==> src/hfd_pkg.sv <==
// ----------------------------------------------------------------------------
// hfd_pkg
// Shared types and sizes for the Huffman tree stream decoder.
// ----------------------------------------------------------------------------
package hfd_pkg;

    // Table sizes
    localparam int MAX_NODES   = 512;
    localparam int STACK_DEPTH = 256;

    localparam int NODE_AW  = $clog2(MAX_NODES);     // node index
    localparam int NODE_CW  = NODE_AW + 1;           // free-node counter, one bit wider than the node index
    localparam int STK_AW   = $clog2(STACK_DEPTH);   // stack index
    localparam int STK_CW   = STK_AW + 1;            // stack pointer, reaches STACK_DEPTH

    localparam int SYM_W    = 8;                     // leaf byte
    localparam int LBC_W    = 4;                     // leaf bit counter
    localparam int LEN_W    = 31;                    // output length / emitted count

    // Node entry: leaf flag on top, payload (leaf byte or left child) below
    localparam int ENTRY_PW = (NODE_AW > SYM_W) ? NODE_AW : SYM_W;
    localparam int ENTRY_W  = ENTRY_PW + 1;

    // Output queue
    localparam int OQ_DEPTH = 4;
    localparam int OQ_AW    = $clog2(OQ_DEPTH);
    localparam int OQ_CW    = OQ_AW + 1;

    typedef enum logic [1:0] {
        PH_IDLE,
        PH_HEADER,
        PH_DECODE,
        PH_STOPPED
    } phase_t;

    typedef enum logic {
        ERR_NONE     = 1'b0,
        ERR_OVERFLOW = 1'b1
    } err_t;

    typedef struct packed {
        logic [SYM_W-1:0] symbol;
        logic             last;
        err_t             error_code;
    } result_t;

endpackage

==> src/hfd_out_fifo.sv <==
// ----------------------------------------------------------------------------
// hfd_out_fifo
// Small result queue between the decode core and the master port.
// ----------------------------------------------------------------------------
module hfd_out_fifo (
    input  logic                   aclk,
    input  logic                   aresetn,
    input  logic                   push,
    input  hfd_pkg::result_t       push_data,
    input  logic                   pop,
    output hfd_pkg::result_t       head_data,
    output logic                   head_valid,
    output logic [hfd_pkg::OQ_CW-1:0] count
);

    import hfd_pkg::*;

    result_t          entries [OQ_DEPTH];
    logic [OQ_AW-1:0] head_reg, head_next;
    logic [OQ_AW-1:0] tail_reg, tail_next;
    logic [OQ_CW-1:0] count_reg, count_next;
    logic             do_pop;

    assign do_pop     = pop && (count_reg != '0);
    assign head_valid = (count_reg != '0);
    assign head_data  = entries[head_reg];
    assign count      = count_reg;

    always_comb begin
        head_next  = do_pop ? head_reg + OQ_AW'(1) : head_reg;
        tail_next  = push ? tail_reg + OQ_AW'(1) : tail_reg;
        count_next = count_reg;
        if (push && !do_pop) begin
            count_next = count_reg + OQ_CW'(1);
        end else if (!push && do_pop) begin
            count_next = count_reg - OQ_CW'(1);
        end
    end

    always_ff @(posedge aclk) begin
        if (push) begin
            entries[tail_reg] <= push_data;
        end
    end

    always_ff @(posedge aclk) begin
        if (!aresetn) begin
            head_reg  <= '0;
            tail_reg  <= '0;
            count_reg <= '0;
        end else begin
            head_reg  <= head_next;
            tail_reg  <= tail_next;
            count_reg <= count_next;
        end
    end

endmodule

==> config.mk <==
export PLATFORM = sky130hd
export DESIGN_NAME = hfd_out_fifo
export DESIGN_NICKNAME = d
export VERILOG_FILES = /design/src/hfd_pkg.sv /design/src/hfd_out_fifo.sv
export SDC_FILE = /design/constraint.sdc
export NUM_CORES = 1
export LEC_CHECK = 0
export ABC_AREA = 1
export ABC_CLOCK_PERIOD_IN_PS = 1800
export BUFFER_PORTS_ARGS = -buffer_cell sky130_fd_sc_hd__buf_2
export CAP_MARGIN = 20
export CORE_MARGIN = 5
export CORE_UTILIZATION = 55
export CTS_CLUSTER_DIAMETER = 40
export DETAILED_ROUTE_END_ITERATION = 7
export MAX_ROUTING_LAYER = met4
export PLACE_DENSITY = 0.86
export SKIP_LAST_GASP = 1
export SLEW_MARGIN = 5
export SYNTH_ARGS = -nofsm -noshare
export SYNTH_HDL_FRONTEND = slang
export SYNTH_SLANG_ARGS = --single-unit
==> constraint.sdc <==
create_clock -name aclk -period 1.8 [get_ports aclk]
set_input_delay 0.09 -clock aclk [delete_from_list [all_inputs] [get_ports aclk]]
set_output_delay 0.09 -clock aclk [all_outputs]
set_load 0.01 [all_outputs]
==> flow_summary.ini, run 1 <==
[logic_synthesis]
yosysTopAreaCellShare_pct = 61.7
ys.flop_type = edfxtp_1
synth.largest_area_cell = edfxtp_1
syn_nets = 179
synthCells = 159
synth_common_cells = edfxtp_1, nor2_1, inv_1, o21ai_0, nand2_1
synth_area_sq_um = 1950
syn_area_per_cell_sq_um = 12.2
synth_warnings = 0
yosysMostFrequentCell = edfxtp_1
synth_seq_cells = 49
synth.distinct_cells = 19
async_flop_share_pct = 0
synth_edf_count = 40
synthTopCellsByArea = edfxtp_1, dfxtp_1, nor2_1
ys_seq_area_share_pct = 71.0

[worst_hold_path]
hold_path_class = primary input to flip-flop
min_from = pop
holdPathStages = 3

[timing]
fin_crit_sh_pct = 96.9
finalHoldViolations = 0
setup_tns_ns = 0
min_period_ns = 1.74
relSlewSlack_pct = 68.0
fmax_mhz = 573
skew_ns = 0.0161
setup_viol_count_final = 0
setup_ws_ns = 0.0552
rsz0062_at_grt = true
tightest_slew_ns = 0.479
final_max_slew_viol_count = 0

[floorplan]
start_util_pct = 57.4
core.rowCount = 21
die_y_um = 69.5
ios = 28
coreArea_sq_um = 3390
die_area_sq_um = 4830
die_x_um = 69.5

[power_and_ir_drop]
p_leak_uw = 0.000932
p_total_uw = 3000
power_density_nw_per_um2 = 1270
peakVddDrop_uv = 746

[global_routing]
grt_max_degree = 21
grt_overflow = 0
grt_pass1_wl_um = 6150
grt_pass1_vias = 1331
grt_use_total_pct = 16.9
antenna_found_initial = 0

[finish]
post-route-util_pct = 69.7
largest_reg_flops = 40
drive_above_1_share_pct = 25.0
antenna_cells = 0
syn_to_final_growth_pct = 21.3
fin_nets = 223

[clock_network]
cts.htree.levels = 2
clock_latency_ns = 0.35
cts.clk_slew.worst_paths_ns = 0.13
cts_root_buf = clkbuf_4
clockBufferDepth = 2
numCtsBuffers = 5
cts_tree = built
clkSinkCount = 49

[worst_setup_path]
required_ns = 2.06
r2r_start = count[1]$_SDFFE_PN0P_
reg2reg_depth = 8
crit_type = flip-flop to flip-flop
r2r-end = count[1]$_SDFFE_PN0P_
ff2ff_setup_slack_ns = 0.06
critPathCaptureType = flip-flop
critPathMaxFanout = 4
crit_path_start_kind = flip-flop
worstPathArrival_ns = 2.00

[placement]
gp_congestion = 0.751
pre_cts_ws_ns = 0.0526
place_hpwl_um = 2540
port_buffers = 27

[run]
max-cap-violations = 0

[route]
wl_per_cell_um = 16.1
vias_per_cell = 5.38
detail_route.first_pass.iterations = 4
drtAntennaViolNets = 0
routed_wirelength_um = 4020
vias = 1346
drt_first_iter_violations = 99
drc = 0

[outcome]
status = complete, no violations
[area by class of cell]
cell class	count	area [sq um]
Multi-Input combinational cell	89	488
Fill cell	235	1030
Clock inverter	2	37.5
Inverter	16	60.1
Tap cell	46	57.6
Timing Repair Buffer	42	275
Sequential cell	49	1390
Clock buffer	6	51.3
[report_power, final]
part / internal, uW / leakage, uW / switching [uW] / total (uW)
clock: 330 / 0.0000445 / 322 / 652
sequential: 1340 / 0.000444 / 87.1 / 1430
combinational: 365 / 0.000444 / 553 / 919
total: 2030 / 0.000932 / 962 / 3000
[placed cells by master, fill, tap and decap left out, drive strengths merged]
cell,synthesis,final
o22ai,10,10
fa,1,1
clkbuf,0,6
dlygate4sd3,0,11
bufinv,0,1
xor2,1,1
nand2,15,15
a21oi,5,5
nand3,3,3
o21ai,23,23
dfxtp,9,9
inv,16,16
ha,5,5
clkinvlp,0,1
nor2,26,26
buf,5,31
edfxtp,40,40
[what timing repair did]
| action | CTS | global route |
|---|---|---|
| endpoints found under the hold margin | 43 | 0 |
| resized for setup | 0 | 9 |
| hold buffers | 11 | 0 |
| setup buffers | 0 | 3 |
| endpoints found under the setup margin | 0 | 12 |
[worst max path at each step]
stage / end / slack (ns) / depth (start not counted) / startpoint
floorplan: count[2]$_SDFFE_PN0P_ / 0.14 / 12 / count[1]$_SDFFE_PN0P_
global placement: count[2]$_SDFFE_PN0P_ / 0.18 / 12 / count[1]$_SDFFE_PN0P_
detailed placement: count[1]$_SDFFE_PN0P_ / 0.05 / 8 / count[0]$_SDFFE_PN0P_
CTS: count[1]$_SDFFE_PN0P_ / 0.009 / 8 / count[0]$_SDFFE_PN0P_
global route: count[2]$_SDFFE_PN0P_ / -0.08 / 12 / count[1]$_SDFFE_PN0P_
finish: count[1]$_SDFFE_PN0P_ / 0.06 / 8 / count[1]$_SDFFE_PN0P_
[routing by layer]
metal | up-vias | GRT usage [%] | share of wire, %
met3 | 6 | 5.80 | 5.2
met1 | 648 | 17.4 | 40
li1 | 646 | - | -
met5 | - | - | 0
met2 | 46 | 30.6 | 54
met4 | 0 | 4.56 | 1.1
[kinds of logic after synthesis]
family,Yosys count,synth area share [%]
AO/OA/AOI/OAI,38,10.4
XOR/XNOR,1,0.450
adder cells (fa/ha/maj),6,4.24
buffers and inverters,21,4.50
flip-flops,49,71.0
AND/OR/NAND/NOR,44,9.45
[worst max-delay path, stage by stage, from the launching register on]
cell	delay (ns)
dfxtp_4	0.38
nor2_2	0.12
nand2_2	0.10
nand2_4	0.09
ha_2	0.19
inv_1	0.07
fa_2	0.41
o21ai_0	0.24
nor2_1	0.07
[through the flow]
step           cells  cell area, sq um  hold slack, ns
2_1_floorplan    159              1950           0.189
3_3_place_gp     228              2120           0.302
3_5_place_dp     228              2120           0.306
4_1_cts          247              2320          0.0405
5_1_grt          250              2360          0.0427
6_report         250              2360          0.0572
Note: power is estimated with default switching activity, not from simulation.
==> run 2, diff against run 1 <==
Settings changed: BUFFER_PORTS_ARGS -buffer_cell sky130_fd_sc_hd__buf_2 to not set, CORE_UTILIZATION 55 to 60, DONT_BUFFER_PORTS set to 1, PLACE_DENSITY 0.86 to 0.76.
==> run 2 against run 1 <==
  * Sequential power about the same
  * Total power is 12% lower
  * Die area fell by 7.2%
  * Clock power decreased by 27%
  * Largest power group unchanged
  * Clock-buffer cell count is 1 lower
  * Maximum frequency rose by 2.8%
  * Highest routed layer unchanged
  * Via count fell by 12%
  * Global-route usage grew 0.78 points
  * Wire length shrank 10%
  * Critical path depth increased by 4
==> flow_summary.ini, run 2 (synthesized netlist as in run 1, its figures left out) <==
[route]
detail_route.first_pass.iterations = 4
drc = 0
routed_wirelength_um = 3610
drtAntennaViolNets = 0
drt_first_iter_violations = 52
vias = 1191
vias_per_cell = 5.32
wl_per_cell_um = 16.1

[clock_network]
clockBufferDepth = 2
cts.clk_slew.worst_paths_ns = 0.13
cts_setup_buffers = 0
numCtsBuffers = 5
cts.htree.levels = 2
cts_tree = built
cts_root_buf = clkbuf_4
clock_latency_ns = 0.35
clkSinkCount = 49

[finish]
drive_above_1_share_pct = 11.7
fin_nets = 199
regArea_sq_um = 1380
syn_to_final_growth_pct = 13.4
largest_reg_flops = 40
stdcell_count = 224
multi_input_area_sq_um = 488
antenna_cells = 0
stdcell_area_sq_um = 2210
fillers = 216
final_cell_mix = edfxtp_1, nor2_1, inv_1, o21ai_0, dlygate4sd3_1
layout_commonest_cell = edfxtp_1
post-route-util_pct = 71.7

[power_and_ir_drop]
p_leak_uw = 0.000824
p_sw_uw = 901
power_density_nw_per_um2 = 1200
switching_share_pct = 34.0
clock_power_share_pct = 17.9
intPower_uw = 1750
peakVddDrop_uv = 692
p_seq_share_pct = 52.9
p_comb_share_pct = 29.2

[floorplan]
coreArea_sq_um = 3080
die_x_um = 67.0
start_util_pct = 63.3
ios = 28
die_y_um = 67.0
core.rowCount = 20
die_area_sq_um = 4480

[worst_setup_path]
crit_type = flip-flop to flip-flop
crit_cells = 12
worstPathArrival_ns = 1.96
cp_common_cell = nand2_1
required_ns = 2.06
critPathMaxFanout = 4
critPathCaptureType = flip-flop
slowest_stage = dfxtp_2
path_buf_inv = 2
crit_path_start_kind = flip-flop
cpPeakStageDelay_ns = 0.35
path_delay_family = simple AND/OR/NAND/NOR gates
cp_cell_sequence = nor2_2 > nand2_4 > nand2_4 > ha_2 > inv_1 > fa_2 > inv_1 > nand2_1 > nand3_1 > nand2_1 > nand2_1 > nor2_1
reg2reg_depth = 12

[global_routing]
grt_pass1_wl_um = 5550
grt_pass1_vias = 1256
grt_use_total_pct = 17.7
antenna_found_initial = 0
grt_max_degree = 21
grt_overflow = 0

[timing]
fin_crit_sh_pct = 94.3
whs_ns = 0.0925
skew_ns = 0.00769
fmax_mhz = 589
tightest_slew_ns = 0.482
relSlewSlack_pct = 67.8
finalHoldViolations = 0
final_max_slew_viol_count = 0
min_period_ns = 1.70
setup_viol_count_final = 0

[run]
max-cap-violations = 0

[worst_hold_path]
holdPathStages = 3
hold_path_class = primary input to flip-flop

[placement]
dp_cells = 203
place_hpwl_um = 2270
gp_congestion = 0.744
place_area_sq_um = 2010
port_buffers = 0

[outcome]
status = complete, no violations
-- run 2: cell types whose count changed in the layout (fill, tap and decap cells not counted), moves of 2 or more --
cell and delta:
buf_2 -27, dlygate4sd3_1 +2, dfxtp_1 +3, dfxtp_4 -2
-- run 2: final timing paths --
| path | startpoint | endpoint | slack (ns) |
|---|---|---|---|
| worst max-delay path | count[1]$_SDFFE_PN0P_ | count[2]$_SDFFE_PN0P_ | 0.10 |
| worst min-delay path | push | count[0]$_SDFFE_PN0P_ | 0.09 |
| worst max register to register | count[1]$_SDFFE_PN0P_ | count[2]$_SDFFE_PN0P_ | 0.10 |
| worst min register to register | head_reg[0]$_SDFFE_PN0P_ | flip-flop | 0.52 |
-- run 2: stage by stage --
step,total power (uW),setup slack [ns],setup TNS [ns]
finish,2650,0.103,0
global route,2830,-0.0205,-0.0205
global placement,2090,0.181,0
floorplan,1940,0.143,0
detailed placement,2130,0.0805,0
CTS,2620,0.0468,0
-- run 2: worst reg2reg max path: stages, from the launching register on --
cell and delay (ns):
dfxtp_2 0.35, nor2_2 0.14, nand2_4 0.09, nand2_4 0.08
ha_2 0.18, inv_1 0.07, fa_2 0.35, inv_1 0.06
nand2_1 0.04, nand3_1 0.10, nand2_1 0.06, nand2_1 0.05
nor2_1 0.04
-- run 2: cell type report --
class | count | area share (%)
Sequential cell | 49 | 62.6
Inverter | 16 | 2.72
Timing Repair Buffer | 18 | 7.59
Clock buffer | 5 | 1.70
Multi-Input combinational cell | 89 | 22.1
Tap cell | 44 | 2.49
Clock inverter | 3 | 0.793
-- run 2: power groups by stage --
stage / sequential, uW / combinational (uW) / clock (uW)
after detailed placement: 1420 / 710 / 0
after global routing: 1410 / 868 / 549
after floorplan: 1420 / 525 / 0
after CTS: 1390 / 745 / 482
final: 1400 / 775 / 474
after global placement: 1420 / 673 / 0
-- run 2: routing by layer --
metal / GRT usage (%) / share of wire, % / vias up
met5: - / 0 / -
met4: 6.84 / 1.7 / 0
met3: 4.05 / 3.5 / 6
met2: 31.1 / 53 / 23
met1: 19.5 / 42 / 569
li1: - / - / 593
-- run 2: what timing repair did --
action	CTS	global route
hold endpoints to repair	49	0
setup endpoints to repair	0	1
hold buffers	13	0
resized for setup	0	5
